File: src/sdc_pkg.sv
// sdc_pkg: shared types and constants for the sun daypart classifier
// no dependencies; used by every module in src but sdc_ram

package sdc_pkg;

	localparam int CFG_INDEX_W = 3;
	localparam int CFG_DATA_W  = 8;

	localparam logic [CFG_INDEX_W-1:0] CFG_DAWN_LEAD     = 3'd0;
	localparam logic [CFG_INDEX_W-1:0] CFG_DAWN_TAIL     = 3'd1;
	localparam logic [CFG_INDEX_W-1:0] CFG_DUSK_LEAD     = 3'd2;
	localparam logic [CFG_INDEX_W-1:0] CFG_DUSK_TAIL     = 3'd3;
	localparam logic [CFG_INDEX_W-1:0] CFG_TWILIGHT_TAIL = 3'd4;
	localparam logic [CFG_INDEX_W-1:0] CFG_SUMMER_SHIFT  = 3'd5;

	localparam logic [2:0] PHASE_DAWN     = 3'd0;
	localparam logic [2:0] PHASE_DAY      = 3'd1;
	localparam logic [2:0] PHASE_DUSK     = 3'd2;
	localparam logic [2:0] PHASE_TWILIGHT = 3'd3;
	localparam logic [2:0] PHASE_NIGHT    = 3'd4;

	localparam logic [3:0] MONTH_JAN = 4'd1;
	localparam logic [3:0] MONTH_FEB = 4'd2;
	localparam logic [3:0] MONTH_MAR = 4'd3;
	localparam logic [3:0] MONTH_NOV = 4'd11;
	localparam logic [3:0] MONTH_DEC = 4'd12;

	// weekday sum offsets: month key plus day, march 8 and november 1
	localparam logic [12:0] WK_MAR_OFS = 13'd10;
	localparam logic [12:0] WK_NOV_OFS = 13'd3;

	// reciprocal multipliers, exact over the input ranges used
	localparam logic [13:0] RECIP_25 = 14'd2622;
	localparam logic [13:0] RECIP_7  = 14'd9363;

	localparam logic [6:0] MINUTES_PER_HOUR = 7'd60;

	localparam int TIME_W = 11;

	typedef struct packed {
		logic [7:0] dawn_lead;
		logic [7:0] dawn_tail;
		logic [7:0] dusk_lead;
		logic [7:0] dusk_tail;
		logic [7:0] twilight_tail;
		logic [6:0] summer_shift;
	} cfg_t;

	typedef struct packed {
		logic [8:0]  day_idx;
		logic [12:0] wk_sum;
		logic [9:0]  wk_quot;
	} cal_t;

	function automatic logic [8:0] month_start(input logic [3:0] mo);
		logic [8:0] r;
		case (mo)
			4'd1:    r = 9'd0;
			4'd2:    r = 9'd31;
			4'd3:    r = 9'd59;
			4'd4:    r = 9'd90;
			4'd5:    r = 9'd120;
			4'd6:    r = 9'd151;
			4'd7:    r = 9'd181;
			4'd8:    r = 9'd212;
			4'd9:    r = 9'd243;
			4'd10:   r = 9'd273;
			4'd11:   r = 9'd304;
			4'd12:   r = 9'd334;
			default: r = 9'd0;
		endcase
		return r;
	endfunction

endpackage

File: src/sdc_phase.sv
// sdc_phase: daylight saving decision and sky phase window compare, third stage
// depends on sdc_pkg; sunrise and sunset arrive from the table rams

module sdc_phase (
	input  sdc_pkg::cfg_t                cfg,
	input  logic [3:0]                   month_number,
	input  logic [4:0]                   day_number,
	input  logic signed [11:0]           minute_of_day,
	input  logic [12:0]                  wk_sum,
	input  logic [9:0]                   wk_quot,
	input  logic [sdc_pkg::TIME_W-1:0]   rise,
	input  logic [sdc_pkg::TIME_W-1:0]   fall,
	output logic [2:0]                   sky_phase,
	output logic                         summer_active
);

	logic [2:0]         wday;
	logic [2:0]         to_sun;
	logic               summer;
	logic [6:0]         shift;
	logic signed [12:0] m;
	logic signed [12:0] rs;
	logic signed [12:0] ss;
	logic signed [12:0] dawn_on;
	logic signed [12:0] day_on;
	logic signed [12:0] dusk_on;
	logic signed [12:0] twi_on;
	logic signed [12:0] night_on;

	assign wday   = 3'(wk_sum - 13'(wk_quot) * 13'd7);
	assign to_sun = (wday == 3'd0) ? 3'd0 : 3'd7 - wday;

	always_comb begin
		if (month_number < sdc_pkg::MONTH_MAR || month_number > sdc_pkg::MONTH_NOV) begin
			summer = 1'b0;
		end else if (month_number == sdc_pkg::MONTH_MAR) begin
			summer = (day_number >= 5'd8 + 5'(to_sun));
		end else if (month_number == sdc_pkg::MONTH_NOV) begin
			summer = (day_number < 5'd1 + 5'(to_sun));
		end else begin
			summer = 1'b1;
		end
	end

	assign shift = summer ? cfg.summer_shift : 7'd0;
	assign m     = 13'(minute_of_day);
	assign rs    = $signed(13'(rise) + 13'(shift));
	assign ss    = $signed(13'(fall) + 13'(shift));

	assign dawn_on  = rs - $signed(13'(cfg.dawn_lead));
	assign day_on   = rs + $signed(13'(cfg.dawn_tail));
	assign dusk_on  = ss - $signed(13'(cfg.dusk_lead));
	assign twi_on   = ss + $signed(13'(cfg.dusk_tail));
	assign night_on = ss + $signed(13'(cfg.twilight_tail));

	always_comb begin
		if (m < 0) begin
			sky_phase = sdc_pkg::PHASE_DAY;
		end else if (m >= dawn_on && m < day_on) begin
			sky_phase = sdc_pkg::PHASE_DAWN;
		end else if (m >= day_on && m < dusk_on) begin
			sky_phase = sdc_pkg::PHASE_DAY;
		end else if (m >= dusk_on && m < twi_on) begin
			sky_phase = sdc_pkg::PHASE_DUSK;
		end else if (m >= twi_on && m < night_on) begin
			sky_phase = sdc_pkg::PHASE_TWILIGHT;
		end else begin
			sky_phase = sdc_pkg::PHASE_NIGHT;
		end
	end

	assign summer_active = summer;

endmodule

File: config.mk
export PLATFORM = sky130hd
export DESIGN_NAME = sdc_phase
export DESIGN_NICKNAME = d
export VERILOG_FILES = /design/src/sdc_pkg.sv /design/src/sdc_phase.sv
export SDC_FILE = /design/constraint.sdc
export NUM_CORES = 1
export LEC_CHECK = 0
export CAP_MARGIN = 5
export CORE_MARGIN = 2
export CORE_UTILIZATION = 72
export DETAILED_ROUTE_END_ITERATION = 8
export DONT_BUFFER_PORTS = 1
export PLACE_DENSITY_LB_ADDON = 0.25
export SYNTH_ARGS = -nofsm -noshare
export SYNTH_HDL_FRONTEND = slang
export SYNTH_SLANG_ARGS = --single-unit
File: constraint.sdc
create_clock -name vclk -period 31.8
set_clock_uncertainty 0.1 [all_clocks]
set_input_delay 6.36 -clock vclk [all_inputs]
set_output_delay 6.36 -clock vclk [all_outputs]
set_load 0.01 [all_outputs]
# Yosys cells after proc, flatten, opt, wreduce, memory -nomap -nowiden
# Index checks and enable logic that the tools add are counted.
[totals] in_bits=113 wordCells=43 ff_bits=0 output_inout_bits=4
[classes] eq_ne=2 multipliers=1 n_reduce_logical=6 magnitude_cmp=13 muxes=10 n_addsub=11
[ops] cell="12-bit by 13-bit greater-or-equal comparator with 1-bit output" n=4
[ops] cell="12-bit by 13-bit < comparator with 1-bit output" n=4
[ops] cell="12-bit by 8-bit adder with 13-bit output" n=3
[ops] cell="12-bit by 8-bit subtractor with 13-bit output" n=2
[ops] cell="11-bit by 7-bit adder with 12-bit output" n=2
[ops] cell="3-bit 2-to-1 mux" n=6
[ops] cell="12-bit by 1-bit < comparator with 1-bit output (second input constant)" n=1
[ops] cell="10-bit by 3-bit multiplier with 3-bit output (second input constant)" n=1
[ops] cell="7-bit 2-to-1 mux" n=1
[ops] cell="4-bit by 3-bit adder with 5-bit output (first input constant)" n=1
[ops] cell="5-bit greater-or-equal comparator" n=1
[ops] cell="5-bit by 4-bit < comparator with 1-bit output" n=1
[ops] cell="1-bit by 3-bit adder with 4-bit output (first input constant)" n=1
[ops] cell="4-bit by 2-bit equality test with 1-bit output (second input constant)" n=1
[ops] cell="4-bit equality test (second input constant)" n=1
[ops] cell="4-bit greater-than comparator (second input constant)" n=1
[ops] cell="1-bit logical AND" n=4
[ops] cell="4-bit by 2-bit < comparator with 1-bit output (second input constant)" n=1
[ops] cell="3-bit logical NOT" n=1
[ops] cell="1-bit 2-to-1 mux" n=3
[ops] cell="3-bit subtractor" n=1
[ops] cell="3-bit subtractor (first input constant)" n=1
[ops] cell="1-bit logical OR" n=1

# Longest topological paths before layout
[depth] word_depth=19 mapped_depth=39 mapped_depth_nobuf=39

# Worst setup path after synthesis
# Ideal clock, no wire load.
[synth_path] path_type="input -> output" from="in wk_quot[0]" to="out sky_phase[0]" n_path_buf=0 required_time_ps=25340 arrival_ps=13420 path_slack_ps=11920 stages=36 cell_sequence="ha_1 fa_1 xor2_1 xnor2_1 xnor2_1 inv_1 o21ai_0 ha_1 a21boi_0 o21ai_0 nand2b_1 a21oi_1 nor2_1 o31ai_1 nor2_1 ha_1 fa_1 a211oi_1 nor2_2 o21a_1 nor2_1 xnor2_1 ha_1 or2_2 a21oi_1 a21o_1 and3_1 nand3b_1 ha_1 nand4_1 nor3_1 a21oi_1 mux2_1 a211oi_1 a21oi_1 o21bai_1"
[synth_via] elab_chain_cells=19 word_cells_on_any_way=37 classes_between="11 x add/sub; 1 x mul; 10 x order compare; 10 x mux; 5 x reduce/logical"
[synth_lines] element="start, declared" line="sdc_phase.sv:10" source="input logic [9:0] wk_quot,"
[synth_lines] element="10-bit by 3-bit multiplier with 3-bit output (*)" line="sdc_phase.sv:30" source="assign wday = 3'(wk_sum - 13'(wk_quot) * 13'd7);"
[synth_lines] element="3-bit subtractor (*)" line="sdc_phase.sv:30"
[synth_lines] element="3-bit subtractor or 3-bit logical NOT (tied branches)" line="sdc_phase.sv:31" source="assign to_sun = (wday == 3'd0) ? 3'd0 : 3'd7 - wday;"
[synth_lines] element="3-bit 2-to-1 mux (*)" line="sdc_phase.sv:31"
[synth_lines] element="1-bit by 3-bit adder with 4-bit output" line="sdc_phase.sv:39" source="summer = (day_number < 5'd1 + 5'(to_sun));"
[synth_lines] element="5-bit by 4-bit < comparator with 1-bit output" line="sdc_phase.sv:39"
[synth_lines] element="1-bit 2-to-1 mux" line="sdc_phase.sv:38" source="end else if (month_number == sdc_pkg::MONTH_NOV) begin"
[synth_lines] element="1-bit 2-to-1 mux (*)" line="sdc_phase.sv:36" source="end else if (month_number == sdc_pkg::MONTH_MAR) begin"
[synth_lines] element="(+3 left out)"
[synth_lines] element="12-bit by 8-bit adder with 13-bit output (on tied branches)" line="sdc_phase.sv:53, sdc_phase.sv:54"
[synth_lines] element="12-bit by 13-bit greater-or-equal comparator with 1-bit output or 12-bit by 13-bit < comparator with 1-bit output (tied branches)" line="sdc_phase.sv:65" source="end else if (m >= twi_on && m < night_on) begin"
[synth_lines] element="1-bit logical AND" line="sdc_phase.sv:65"
[synth_lines] element="3-bit 2-to-1 mux" line="sdc_phase.sv:65"
[synth_lines] element="3-bit 2-to-1 mux" line="sdc_phase.sv:63" source="end else if (m >= dusk_on && m < twi_on) begin"
[synth_lines] element="3-bit 2-to-1 mux" line="sdc_phase.sv:61" source="end else if (m >= day_on && m < dusk_on) begin"
[synth_lines] element="3-bit 2-to-1 mux (*)" line="sdc_phase.sv:59" source="end else if (m >= dawn_on && m < day_on) begin"
[synth_lines] element="3-bit 2-to-1 mux (*)" line="sdc_phase.sv:57" source="if (m < 0) begin"
[synth_lines] element="end, declared" line="sdc_phase.sv:13" source="output logic [2:0] sky_phase,"
# Every way passes the cells marked *; elsewhere a longest branch is shown, timed or not.

# Final worst setup path
# Same ends and word-level chain as after synthesis.

==> results.md <==
- Status: complete, no violations
- Final period utilization: 0.665
- Die area: 0.00694 mm2
- Met1 usage: 0.384
- Worst path required time: 25.34 ns
- Register Area: 0 um2
- Setup Buffers After CTS: 0
- Pwr Density: 41.9 mW/mm2
- Final hold slack: 12.76 ns
- Die H: 83.3 um
- Share of layout cells above drive strength 1: 0.0364
- Max incr delay on CP: 0.67 ns
- Startpoint Class: input port
- Tmin final: 21.14 ns
- Max Freq: 0.0473 GHz
- TNS Setup: 0 ns
- Starting Density: 0.756
- Vias per cell: 6.46
- Setup WS pre-CTS: 10.75 ns
- Worst-Margin Slew: 0.824 ns
- # DRC: 0
- Slowest-stage cell, CP: o31ai_1
- WHS Endpoint: sky_phase[0]
- Final nets: 830
- Global-route wire length before repair: 18.7 mm
- Cell mode on critical path: ha_1
- WS Path Type: in2out
- Max rail drop VDD: 0.0267 mV
- Synthesized area: 0.00453 mm2
- GRT Max-Usage Layer: met2
- CORE AREA: 0.00599 mm2
- Port-buffer cells: 0
- Largest net degree at the start of global routing: 13
- Power, Total: 194 uW
- Initial antenna violation count: 0
- Max_slew headroom: 0.446
- WL final: 11.3 mm
- Post-route ant nets: 0
- I/O pin cnt: 117
- DR pass1 iterations: 4
- Ys Warns: 0
- HP Start: minute_of_day[11]
- Via Count: 4,212
- CTS Hold Buffers Added: 0
- Finish-stage setup viols: 0
- CP delay by family, top: compound AO/OA/AOI/OAI gates
- Placed wire-length estimate: 9.97 mm
- Vias in the first global route: 4,300
- Mapped Cells: 575
- Crit. End Element: primary output
- Sequential area share after synthesis: 0
- Placed instance count: 652
- Total track usage: 0.318
- Hold Fails Final Rpt: 0
- Drt wl/cell: 17.3 um
- M2 GR Usage: 0.584
- Max-cap violations: 0
- CLK BUF: 0
- Met3 GRT Util: 0.0497
- Worst Path Buf+Inv: 1
- GP Congestion: 0.938
- Max-slew violations: 0
- Syn Area/Cell: 7.87 um2
- Distinct cells, synth: 63
- Post-cts resize count: 0
- Area grow syn2layout: 2.24%
- Max FO, Critical Path: 8
- DR iter-0 viols: 233
- Worst Hold Class: in2out
- Unrepaired setup endpoints after global routing: false
- FF+latch count: 0
- Crit path DAT: 14.68 ns
- Die width: 83.3 um
- LEAKAGE: 0.00235 uW
- Fin cells: 652
- Gr ovfl total: 0
- Hold path depth: 1
- Final worst-path setup slack: 10.66 ns
- Num rows: 28
- Ant diodes: 0
worst max-delay path by stage:
stage	startpoint	to	slack (ns)	cells after the start
finish	wk_quot[0]	sky_phase[0]	10.66	36
global route	wk_quot[0]	sky_phase[0]	10.11	36
CTS	wk_quot[0]	sky_phase[0]	10.73	36
detailed placement	wk_quot[0]	sky_phase[2]	10.75	36
global placement	wk_quot[0]	sky_phase[0]	11.14	36
floorplan	wk_quot[0]	sky_phase[0]	11.92	36
per-stage QoR:
step | util | area (um2)
after floorplan | - | 4540
after global placement | 0.773 | 4630
after detailed placement | 0.773 | 4630
after CTS | 0.773 | 4630
after global routing | 0.773 | 4630
final | 0.773 | 4630
cells in the mapped netlist, drive strengths merged, types with 2 or more instances:
master / number / area [um2]
inv: 63 / 236
and2: 3 / 18.8
nor3: 14 / 70.1
xnor2: 25 / 226
ha: 130 / 1630
nand3b: 3 / 22.5
xor2: 42 / 428
a211oi: 5 / 37.5
o21bai: 6 / 45.0
and4: 2 / 20.0
nand3: 18 / 108
nor2b: 12 / 75.1
nor4: 3 / 25.0
a21boi: 2 / 15.0
or3: 3 / 23.8
a21oi: 42 / 210
a21o: 18 / 135
nand2: 19 / 71.3
nor2: 42 / 160
nand2b: 11 / 68.8
o221ai: 2 / 17.5
nor3b: 4 / 30.0
o22ai: 2 / 12.5
and3: 8 / 51.3
o211a: 3 / 30.0
o21a: 9 / 76.3
nand4: 8 / 50.1
a31oi: 5 / 31.3
o211ai: 7 / 66.3
or2: 3 / 18.8
a221oi: 2 / 17.5
fa: 8 / 160
a221o: 2 / 20.0
o21ai: 30 / 150
o2111ai: 4 / 35.0
layout by cell type (no fill, tap or decap), types with 4 or more instances in the layout:
master | Yosys | final
nor2b_1 | 12 | 12
nor3_1 | 14 | 14
nand3_1 | 16 | 16
a21o_1 | 18 | 18
o21ai_0 | 30 | 30
nor2_1 | 41 | 41
a211oi_1 | 5 | 5
nand2b_1 | 11 | 11
o21bai_1 | 6 | 6
xor2_1 | 37 | 37
a21oi_1 | 42 | 42
fa_1 | 8 | 8
nand2_1 | 19 | 19
o21a_1 | 7 | 7
inv_1 | 63 | 63
nand4_1 | 8 | 8
nor3b_1 | 4 | 4
o2111ai_1 | 4 | 4
xnor2_1 | 24 | 24
o211ai_1 | 6 | 6
a31oi_1 | 5 | 5
and3_1 | 7 | 7
ha_1 | 130 | 130
metal layers:
| layer | vias to the layer above | share of wire |
|---|---|---|
| met2 | 153 | 0.48 |
| met3 | 23 | 0.067 |
| met4 | 0 | 0.025 |
| met5 | - | 0 |
| li1 | 2096 | - |
| met1 | 1940 | 0.43 |
logic make-up (layout without fill, tap and decap cells):
family,Yosys count,count (layout),share of synthesized area
buffers and inverters,63,63,0.0522
adder cells (fa/ha/maj),138,138,0.395
multiplexers,2,2,0.00470
AO/OA/AOI/OAI,147,147,0.215
XOR/XNOR,67,67,0.145
AND/OR/NAND/NOR,157,157,0.188
other,1,3,0.000828
where the power goes:
group          total [uW]  switching, uW  internal (uW)  leakage (uW)
combinational         194            107           86.7       0.00235
sequential              0              0              0             0
clock                   0              0              0             0
total                 194            107           86.7       0.00235
final cells by class:
cell class         count  area (um2)
fillers              435        1360
inverters             63         236
multi-input cells    514        4300
well taps             75        93.8
No activity file was read; power rests on OpenSTA's default activity.
