## src/sdc_pkg.sv

```systemverilog
// sdc_pkg: shared types and constants for the sun daypart classifier
// no dependencies; used by every module in src but sdc_ram

package sdc_pkg;

	localparam int CFG_INDEX_W = 3;
	localparam int CFG_DATA_W  = 8;

	localparam logic [CFG_INDEX_W-1:0] CFG_DAWN_LEAD     = 3'd0;
	localparam logic [CFG_INDEX_W-1:0] CFG_DAWN_TAIL     = 3'd1;
	localparam logic [CFG_INDEX_W-1:0] CFG_DUSK_LEAD     = 3'd2;
	localparam logic [CFG_INDEX_W-1:0] CFG_DUSK_TAIL     = 3'd3;
	localparam logic [CFG_INDEX_W-1:0] CFG_TWILIGHT_TAIL = 3'd4;
	localparam logic [CFG_INDEX_W-1:0] CFG_SUMMER_SHIFT  = 3'd5;

	localparam logic [2:0] PHASE_DAWN     = 3'd0;
	localparam logic [2:0] PHASE_DAY      = 3'd1;
	localparam logic [2:0] PHASE_DUSK     = 3'd2;
	localparam logic [2:0] PHASE_TWILIGHT = 3'd3;
	localparam logic [2:0] PHASE_NIGHT    = 3'd4;

	localparam logic [3:0] MONTH_JAN = 4'd1;
	localparam logic [3:0] MONTH_FEB = 4'd2;
	localparam logic [3:0] MONTH_MAR = 4'd3;
	localparam logic [3:0] MONTH_NOV = 4'd11;
	localparam logic [3:0] MONTH_DEC = 4'd12;

	// weekday sum offsets: month key plus day, march 8 and november 1
	localparam logic [12:0] WK_MAR_OFS = 13'd10;
	localparam logic [12:0] WK_NOV_OFS = 13'd3;

	// reciprocal multipliers, exact over the input ranges used
	localparam logic [13:0] RECIP_25 = 14'd2622;
	localparam logic [13:0] RECIP_7  = 14'd9363;

	localparam logic [6:0] MINUTES_PER_HOUR = 7'd60;

	localparam int TIME_W = 11;

	typedef struct packed {
		logic [7:0] dawn_lead;
		logic [7:0] dawn_tail;
		logic [7:0] dusk_lead;
		logic [7:0] dusk_tail;
		logic [7:0] twilight_tail;
		logic [6:0] summer_shift;
	} cfg_t;

	typedef struct packed {
		logic [8:0]  day_idx;
		logic [12:0] wk_sum;
		logic [9:0]  wk_quot;
	} cal_t;

	function automatic logic [8:0] month_start(input logic [3:0] mo);
		logic [8:0] r;
		case (mo)
			4'd1:    r = 9'd0;
			4'd2:    r = 9'd31;
			4'd3:    r = 9'd59;
			4'd4:    r = 9'd90;
			4'd5:    r = 9'd120;
			4'd6:    r = 9'd151;
			4'd7:    r = 9'd181;
			4'd8:    r = 9'd212;
			4'd9:    r = 9'd243;
			4'd10:   r = 9'd273;
			4'd11:   r = 9'd304;
			4'd12:   r = 9'd334;
			default: r = 9'd0;
		endcase
		return r;
	endfunction

endpackage

```

## src/sdc_calendar.sv

```systemverilog
// sdc_calendar: day of year and weekday sum for a date, second pipeline stage
// depends on sdc_pkg; quotient by 25 comes in registered from the first stage

module sdc_calendar (
	input  logic [11:0]     year_number,
	input  logic [3:0]      month_number,
	input  logic [4:0]      day_number,
	input  logic [7:0]      year_q25,
	output sdc_pkg::cal_t   cal
);

	logic [11:0] r25;
	logic        div25;
	logic        leap;
	logic [3:0]  mo_c;
	logic [4:0]  dy_c;
	logic [8:0]  doy;
	logic [12:0] yr_sum;
	logic [12:0] wk_sum;
	logic [26:0] wk_prod;

	assign r25   = year_number - 12'(13'(year_q25) * 13'd25);
	assign div25 = (r25 == 12'd0);
	assign leap  = ((year_number[1:0] == 2'd0) && !div25) ||
		((year_number[3:0] == 4'd0) && div25);

	assign mo_c = (month_number < sdc_pkg::MONTH_JAN) ? sdc_pkg::MONTH_JAN :
		(month_number > sdc_pkg::MONTH_DEC) ? sdc_pkg::MONTH_DEC : month_number;
	assign dy_c = (day_number == 5'd0) ? 5'd1 : day_number;

	assign doy = sdc_pkg::month_start(mo_c) + 9'(dy_c) +
		9'(leap && (mo_c > sdc_pkg::MONTH_FEB));

	assign yr_sum = 13'(year_number) + 13'(year_number[11:2]) - 13'(year_q25[7:2]) +
		13'(year_q25[7:4]);
	assign wk_sum = yr_sum + ((month_number == sdc_pkg::MONTH_MAR) ?
		sdc_pkg::WK_MAR_OFS : sdc_pkg::WK_NOV_OFS);
	assign wk_prod = 27'(wk_sum) * 27'(sdc_pkg::RECIP_7);

	assign cal.day_idx = doy - 9'd1;
	assign cal.wk_sum  = wk_sum;
	assign cal.wk_quot = wk_prod[25:16];

endmodule

```

## config.mk

```make
export PLATFORM = sky130hd
export DESIGN_NAME = sdc_calendar
export DESIGN_NICKNAME = d
export VERILOG_FILES = /design/src/sdc_pkg.sv /design/src/sdc_calendar.sv
export SDC_FILE = /design/constraint.sdc
export NUM_CORES = 1
export LEC_CHECK = 0
export ABC_AREA = 0
export BUFFER_PORTS_ARGS = -buffer_cell sky130_fd_sc_hd__buf_2
export CORE_ASPECT_RATIO = 0.8
export CORE_UTILIZATION = 50
export DETAILED_ROUTE_END_ITERATION = 16
export PLACE_DENSITY = 0.8
export SYNTH_ARGS = -nofsm -noshare
export SYNTH_HDL_FRONTEND = slang
export SYNTH_SLANG_ARGS = --single-unit
```

## constraint.sdc

```tcl
create_clock -name vclk -period 10.4
set_input_delay 1.04 -clock vclk [all_inputs]
set_output_delay 1.04 -clock vclk [all_outputs]
set_load 0.005 [all_outputs]
```

-- Yosys cells after proc, flatten, opt, wreduce, memory -nomap -nowiden
Memory sizes are Yosys's and may differ from the RTL's.
Cells that the tools add are included.
- add/sub/neg operators: 8
- multipliers: 2
- $lt $le $gt $ge: 3
- equality and inequality tests: 1
- multiplexer cells: 4
- reduce and logical (&&, ||, !) cells: 9
- operators with widths (operator ; count):
    adder 13 x 4 -> 13 bit ; 2
    multiplier 13 x 14 -> 26 bit, second input constant ; 1
    adder 12 x 10 -> 13 bit ; 1
    subtractor 13 x 6 -> 13 bit ; 1
    logical NOT 12 bit ; 1
    multiplier 8 x 5 -> 12 bit, second input constant ; 1
    2-to-1 mux 4 bit ; 3
    subtractor 12 bit ; 1
    adder 9 x 1 -> 9 bit ; 1
    adder 9 x 5 -> 9 bit ; 1
    subtractor 9 x 1 -> 9 bit, second input constant ; 1
    logical NOT 5 bit ; 1
    2-to-1 mux 5 bit ; 1
    equality test 4 x 2 -> 1 bit, second input constant ; 1
    greater-than comparator 4 x 2 -> 1 bit, second input constant ; 1
    greater-than comparator 4 bit, second input constant ; 1
    logical NOT 4 bit ; 1
    < comparator 4 x 1 -> 1 bit, second input constant ; 1
    logical AND 1 bit ; 3
    logical NOT 2 bit ; 1
    logical NOT 1 bit ; 1
    logical OR 1 bit ; 1
- register bits after elaboration: 0
- ROM bits: 144
- input bits: 29
- output and inout bits: 32
- logic and storage cells: 28
- memories kept: 1
- memory list (memory ; depth ; bits a word ; read ports ; clocked after memory_dff ; write ports ; line ; RTL):
    (no name shown) ; 16 ; 9 ; 1 ; 0 ; 0 ; sdc_pkg.sv:57 ; case (mo)

-- Longest topological paths before layout
Gate-level depths: netlist of the first run.
- word-level depth: 9
- mapped depth: 32
- mapped depth without buffers: 32

-- Worst setup path after synthesis of the first run
OpenSTA, ideal clock, no wires.
- kind: input port to output port
- from: input year_number[1]
- to: output cal[8] (netlist bit)
- arrival time: 8.249 ns
- data required time: 9.360 ns
- setup slack: 1.111 ns
- stages on the path: 31
- buffers on the path: 0
- cells stage by stage: inv_1 -> ha_1 -> inv_1 -> fa_1 -> fa_1 -> ha_1 -> fa_1 -> a21o_1 -> a21oi_1 -> o21bai_1 -> a21oi_1 -> o21ai_1 -> a21o_1 -> a21o_1 -> xor2_1 -> ha_1 -> inv_1 -> fa_1 -> fa_1 -> fa_1 -> fa_1 -> inv_1 -> ha_1 -> o21ai_0 -> o21ai_1 -> a41oi_1 -> o21ai_1 -> a22oi_1 -> nor2b_1 -> o21ai_1 -> xor2_1
- RTL lines (what ; line ; RTL):
    start, declared ; sdc_calendar.sv:5 ; input logic [11:0] year_number,
    end, declared ; sdc_calendar.sv:9 ; output sdc_pkg::cal_t cal

==> results of run 1 <==
routing by layer:
layer,GRT usage (%),vias up
met5,0,-
met4,1.73,0
met3,0.524,6
met2,38.2,63
met1,29.8,1962
li1,-,2086
per-stage QoR:
| stage | worst slack (ns) | instances | util, % | instance area (um2) |
|---|---|---|---|---|
| global placement | 0.487 | 792 | 57.1 | 5580 |
| CTS | 0.258 | 792 | 57.1 | 5580 |
| floorplan | 1.11 | 596 | - | 5100 |
| finish | 0.499 | 792 | 57.3 | 5600 |
| detailed placement | 0.301 | 792 | 57.1 | 5580 |
| global route | 0.0273 | 792 | 57.3 | 5600 |
worst max path at each step:
stage / start / endpoint
2_1_floorplan: year_number[1] / cal[8]
6_report: year_number[1] / cal[8]
3_5_place_dp: year_number[1] / cal[9]
3_3_place_gp: year_number[1] / cal[9]
5_1_grt: year_number[1] / cal[8]
4_1_cts: year_number[1] / cal[9]
cells in the mapped netlist (5+ instances only):
library cell and count:
sky130_fd_sc_hd__o21ai_0 7, sky130_fd_sc_hd__or2_2 5, sky130_fd_sc_hd__nand3_1 5, sky130_fd_sc_hd__nor2_1 22, sky130_fd_sc_hd__fa_1 50, sky130_fd_sc_hd__mux2i_1 5
sky130_fd_sc_hd__nand2_1 19, sky130_fd_sc_hd__xor2_1 13, sky130_fd_sc_hd__xnor2_1 23, sky130_fd_sc_hd__o21a_1 6, sky130_fd_sc_hd__a21oi_1 31, sky130_fd_sc_hd__ha_1 166
sky130_fd_sc_hd__o21ai_1 11, sky130_fd_sc_hd__nor3_1 5, sky130_fd_sc_hd__nor2b_1 8, sky130_fd_sc_hd__a21o_1 16, sky130_fd_sc_hd__inv_1 153
cells by family (layout without fill, tap and decap cells):
group / Yosys count / after routing / share of synthesized area [%]
multiplexers: 6 / 6 / 1.20
adder cells (fa/ha/maj): 216 / 216 / 60.4
XOR/XNOR: 36 / 36 / 6.18
buffers and inverters: 157 / 217 / 11.6
AO/OA/AOI/OAI: 99 / 99 / 12.6
AND/OR/NAND/NOR: 82 / 82 / 8.07
critical path: cells and delay by family:
kind	cells	cell delay, ns
adder cells (fa/ha/maj)	11	4.44
buffers and inverters	6	0.40
AND/OR/NAND/NOR	1	0.23
XOR/XNOR	2	0.43
AO/OA/AOI/OAI	13	2.33
area by class of cell:
| type | instances | area, um2 |
|---|---|---|
| multi-input combinational | 439 | 4530 |
| timing repair buffer | 64 | 328 |
| tap | 136 | 170 |
| fill | 928 | 4170 |
| inverter | 153 | 574 |
==> qor.json, run 1 <==
{
  "drcViolationCount": {"value": 0},
  "layout_commonest_cell": {"value": "sky130_fd_sc_hd__ha_1"},
  "synthesis.area_per_instance": {"value": 8.55, "unit": "um2"},
  "ant_nets": {"value": 0},
  "synth_cell_types": {"value": 46},
  "final_net_count": {"value": 903},
  "final_layout_size_suffix_gt1_share": {"value": 11.9, "unit": "%"},
  "worst_max_slew_margin_expressed_relative_to_the_limit": {"value": 43.5, "unit": "%"},
  "coreArea": {"value": 9770, "unit": "um2"},
  "synth_area_leaders": {"value": "sky130_fd_sc_hd__ha_1, sky130_fd_sc_hd__fa_1, sky130_fd_sc_hd__inv_1, sky130_fd_sc_hd__xnor2_1, sky130_fd_sc_hd__a21oi_1"},
  "die_height": {"value": 92.3, "unit": "um"},
  "fp.dieW": {"value": 115, "unit": "um"},
  "setup_tns": {"value": 0, "unit": "ns"},
  "min_path_cells": {"value": 4},
  "slowest_delay": {"value": 0.57, "unit": "ns"},
  "wl_met3": {"value": 336, "unit": "um"},
  "max_cap_viol_count": {"value": 0},
  "postRouteWirelength": {"value": 10.8, "unit": "mm"},
  "drt_iter0_drc": {"value": 139},
  "detail_route.vias_per_cell": {"value": 5.20},
  "io_pins": {"value": 61},
  "final-seq-area": {"value": 0, "unit": "um2"},
  "dpl.hpwl": {"value": 9.83, "unit": "mm"},
  "cp.required": {"value": 9.36, "unit": "ns"},
  "layout.sequential_cells": {"value": 0},
  "top_signal_layer_used": {"value": "met4"},
  "detailroute.wirelength.met2": {"value": 5.25, "unit": "mm"},
  "min-delay-start": {"value": "month_number[3]"},
  "timing.setup.critical_path_class": {"value": "primary input to output port"},
  "finalCriticalPeriod": {"value": 9.90, "unit": "ns"},
  "cts.hold.buffers_added": {"value": 0},
  "met1Wirelength": {"value": 5.16, "unit": "mm"},
  "final_weighted_congestion_in_routability_driven_placement": {"value": 0.937},
  "setup_violations": {"value": 0},
  "layout.cells.most_common_list": {"value": "sky130_fd_sc_hd__ha_1, sky130_fd_sc_hd__inv_1, sky130_fd_sc_hd__buf_2, sky130_fd_sc_hd__fa_1, sky130_fd_sc_hd__a21oi_1"},
  "grt_start_max_net_pins": {"value": 20},
  "fp.dieArea": {"value": 10600, "unit": "um2"},
  "synth_fp_nets": {"value": 841},
  "first_pass_iters": {"value": 4},
  "final-hold-violation-count": {"value": 0},
  "cells_after_synthesis": {"value": 596},
  "unrepaired_setup_endpoints_after_global_routing": {"value": "no"},
  "yosysSeqAreaShare": {"value": 0, "unit": "%"},
  "grt_antenna_before_repair": {"value": 0},
  "worst_pin_slew": {"value": 0.841, "unit": "ns"},
  "end_kind": {"value": "output port"},
  "worst-path-max-fanout": {"value": 5},
  "outcome": {"value": "finished clean"},
  "track_usage": {"value": 21.4, "unit": "%"},
  "wire_length_of_the_first_global_routing_pass": {"value": 18.6, "unit": "mm"},
  "initial_util": {"value": 52.2, "unit": "%"},
  "worstHoldEndpoint": {"value": "cal[31]"},
  "synth.yosys.warnings": {"value": 0},
  "critPathLaunchType": {"value": "primary input"},
  "synthesis.area": {"value": 5100, "unit": "um2"},
  "synth_top_cell_area_share": {"value": 40.7, "unit": "%"},
  "max_clock_freq": {"value": 0.101, "unit": "GHz"},
  "routedWlPerCell": {"value": 13.7, "unit": "um"},
  "count_of_instances_resized_after_the_clock_tree_is_built": {"value": 0},
  "post-synth-top-area-cell": {"value": "sky130_fd_sc_hd__ha_1"},
  "grt_remaining_overflow": {"value": 0},
  "io_buffers": {"value": 61},
  "vias_post_dr": {"value": 4117},
  "insertedDiodeCount": {"value": 0},
  "holdCritPathClass": {"value": "primary input to output port"},
  "cp_slowest_cell": {"value": "sky130_fd_sc_hd__fa_1"},
  "hold_slack": {"value": 2.68, "unit": "ns"},
  "fp-row-count": {"value": 32},
  "cp_dominant_cell_by_count": {"value": "sky130_fd_sc_hd__fa_1"},
  "post-cts-setup-buffer-count": {"value": 0},
  "synthesis_to_layout_area_growth": {"value": 9.79, "unit": "%"},
  "maxSlewViolCount": {"value": 0},
  "n_clock_buffer": {"value": 0},
  "first_global_vias": {"value": 4136},
  "arrival_worst_endpoint": {"value": 8.86, "unit": "ns"},
  "share_of_the_clock_period_used_by_the_worst_path": {"value": 95.2, "unit": "%"}
}
Power of run 1 is not shown: default switching activity piles up to over one toggle a cycle in this logic, so the estimate is an artifact.
==> run 2: changes to the inputs <==
- CORE_ASPECT_RATIO: 0.8 -> default
- SLEW_MARGIN: default -> 40
==> qor.json, run 2 (synthesis gave the netlist of run 1 again) <==
{
  "fp.dieW": {"value": 103, "unit": "um", "change": "-10%"},
  "grt_antenna_before_repair": {"value": 0, "change": "unchanged"},
  "worst_pin_slew": {"value": 0.751, "unit": "ns", "change": "-0.0896 ns"},
  "arrival_worst_endpoint": {"value": 8.84, "unit": "ns", "change": "-0.02 ns"},
  "drcViolationCount": {"value": 0, "change": "unchanged"},
  "grt_met2_use": {"value": 38.1, "unit": "%", "change": "-0.050 points"},
  "max_cap_viol_count": {"value": 0, "change": "unchanged"},
  "postRouteWirelength": {"value": 9.96, "unit": "mm", "change": "-7.8%"},
  "routedWlPerCell": {"value": 12.7, "unit": "um", "change": "-7.3%"},
  "cp.required": {"value": 9.36, "unit": "ns", "change": "about the same"},
  "initial_util": {"value": 51.9, "unit": "%", "change": "-0.27 points"},
  "track_usage": {"value": 19.5, "unit": "%", "change": "-1.8 points"},
  "worst-path-max-fanout": {"value": 5, "change": "unchanged"},
  "synthesis_to_layout_area_growth": {"value": 9.57, "unit": "%"},
  "first_pass_iters": {"value": 6, "change": "+2"},
  "io_buffers": {"value": 61, "change": "unchanged"},
  "cp_dominant_cell_by_count": {"value": "sky130_fd_sc_hd__fa_1"},
  "finalCriticalPeriod": {"value": 9.88, "unit": "ns", "change": "-0.0178 ns"},
  "cts.hold.buffers_added": {"value": 0, "change": "unchanged"},
  "ant_nets": {"value": 0, "change": "unchanged"},
  "vias_post_dr": {"value": 4106, "change": "-0.27%"},
  "detail_route.vias_per_cell": {"value": 5.22, "change": "+0.37%"},
  "max_clock_freq": {"value": 0.101, "unit": "GHz", "change": "+0.18%"},
  "layout.sequential_cells": {"value": 0, "change": "unchanged"},
  "layout.cells.most_common_list": {"value": "sky130_fd_sc_hd__ha_1, sky130_fd_sc_hd__inv_1, sky130_fd_sc_hd__buf_2, sky130_fd_sc_hd__fa_1, sky130_fd_sc_hd__a21oi_1"},
  "first_global_vias": {"value": 4127, "change": "-0.22%"},
  "final-seq-area": {"value": 0, "unit": "um2", "change": "unchanged"},
  "drt_iter0_drc": {"value": 80, "change": "-42%"},
  "cp_slowest_cell": {"value": "sky130_fd_sc_hd__fa_1"},
  "grt_start_max_net_pins": {"value": 20, "change": "unchanged"},
  "share_of_the_clock_period_used_by_the_worst_path": {"value": 95.0, "unit": "%", "change": "-0.17 points"},
  "global_route.peak_usage_layer": {"value": "met2"},
  "final_layout_size_suffix_gt1_share": {"value": 11.5, "unit": "%", "change": "-0.42 points"},
  "grt_remaining_overflow": {"value": 0, "change": "unchanged"},
  "multiInputGateArea": {"value": 4530, "unit": "um2", "change": "+0.17%"},
  "wire_length_of_the_first_global_routing_pass": {"value": 17.1, "unit": "mm", "change": "-8.1%"},
  "end_kind": {"value": "output port"},
  "maxSlewViolCount": {"value": 0, "change": "unchanged"},
  "slowest_delay": {"value": 0.56, "unit": "ns", "change": "about the same"},
  "final_net_count": {"value": 901, "change": "-0.22%"},
  "coreArea": {"value": 9820, "unit": "um2", "change": "+0.51%"},
  "post-place-cells": {"value": 787, "change": "-0.63%"},
  "final_weighted_congestion_in_routability_driven_placement": {"value": 0.878, "change": "-6.4%"},
  "outcome": {"value": "finished clean"},
  "die_height": {"value": 103, "unit": "um", "change": "+12%"},
  "fillCellCount": {"value": 908, "change": "-2.2%"},
  "timing.setup.critical_path_class": {"value": "primary input to output port"},
  "insertedDiodeCount": {"value": 0, "change": "unchanged"},
  "final-hold-violation-count": {"value": 0, "change": "unchanged"},
  "io_pins": {"value": 61, "change": "unchanged"},
  "setup_violations": {"value": 0, "change": "unchanged"},
  "n_clock_buffer": {"value": 0, "change": "unchanged"},
  "critPathLaunchType": {"value": "primary input"},
  "final_cell_count_no_fill": {"value": 787, "change": "-0.63%"},
  "fp.dieArea": {"value": 10600, "unit": "um2", "change": "about the same"},
  "layout_commonest_cell": {"value": "sky130_fd_sc_hd__ha_1"},
  "post-route-worst-setup-slack": {"value": 0.517, "unit": "ns", "change": "+0.0178 ns"},
  "setup_tns": {"value": 0, "unit": "ns", "change": "unchanged"},
  "grt_use_met1": {"value": 24.5, "unit": "%", "change": "-5.3 points"},
  "dpl.hpwl": {"value": 9.10, "unit": "mm", "change": "-7.4%"},
  "groute.layer.met3.usage": {"value": 0.475, "unit": "%", "change": "-0.049 points"},
  "worst_max_slew_margin_expressed_relative_to_the_limit": {"value": 49.6, "unit": "%", "change": "+6.0 points"},
  "placement.setup.worst_slack": {"value": 0.349, "unit": "ns", "change": "+0.0481 ns"},
  "fp-row-count": {"value": 36, "change": "+13%"},
  "holdCritPathClass": {"value": "primary input to output port"}
}
run 2: changes by cell type in the layout (fill, tap and decap cells not counted), sizes merged:
cell and delta:
buf -2
run 2: timing repair:
item | CTS | global route
resized for setup | 0 | 3
endpoints found under the setup margin | 0 | 4
setup buffers | 0 | 0
run 2: final cells by class:
cell class / instances / share of cell area, %
Timing Repair Buffer: 62 / 5.60
Inverter: 153 / 10.3
Multi-Input combinational cell: 439 / 81.1
Tap cell: 133 / 2.98
run 2: final timing paths:
| check | from | end | slack [ns] | cells past startpoint |
|---|---|---|---|---|
| max | year_number[2] | cal[8] | 0.52 | 32 |
| min | month_number[3] | cal[31] | 2.69 | 4 |
run 2: stage by stage:
| stage | hold slack (ns) | cell area (um2) | util (%) |
|---|---|---|---|
| floorplan | 2.39 | 5100 | - |
| global placement | 2.67 | 5560 | 56.7 |
| detailed placement | 2.68 | 5560 | 56.7 |
| CTS | 2.68 | 5560 | 56.7 |
| global route | 2.75 | 5590 | 56.9 |
| finish | 2.69 | 5590 | 56.9 |
run 2: metal layers:
layer	up-vias	part of all wire (%)
li1	2078	-
met1	1935	46
met2	81	50
met3	12	3.2
met4	0	0.91
met5	-	0
run 2: critical path: cells and delay by family:
kind | cells | cell delay [ns]
compound gates | 13 | 2.44
xor+xnor | 2 | 0.29
fa+ha+maj | 11 | 4.33
buf+inv | 5 | 0.50
simple gates | 1 | 0.24
Power of run 2 is left out for the same reason.
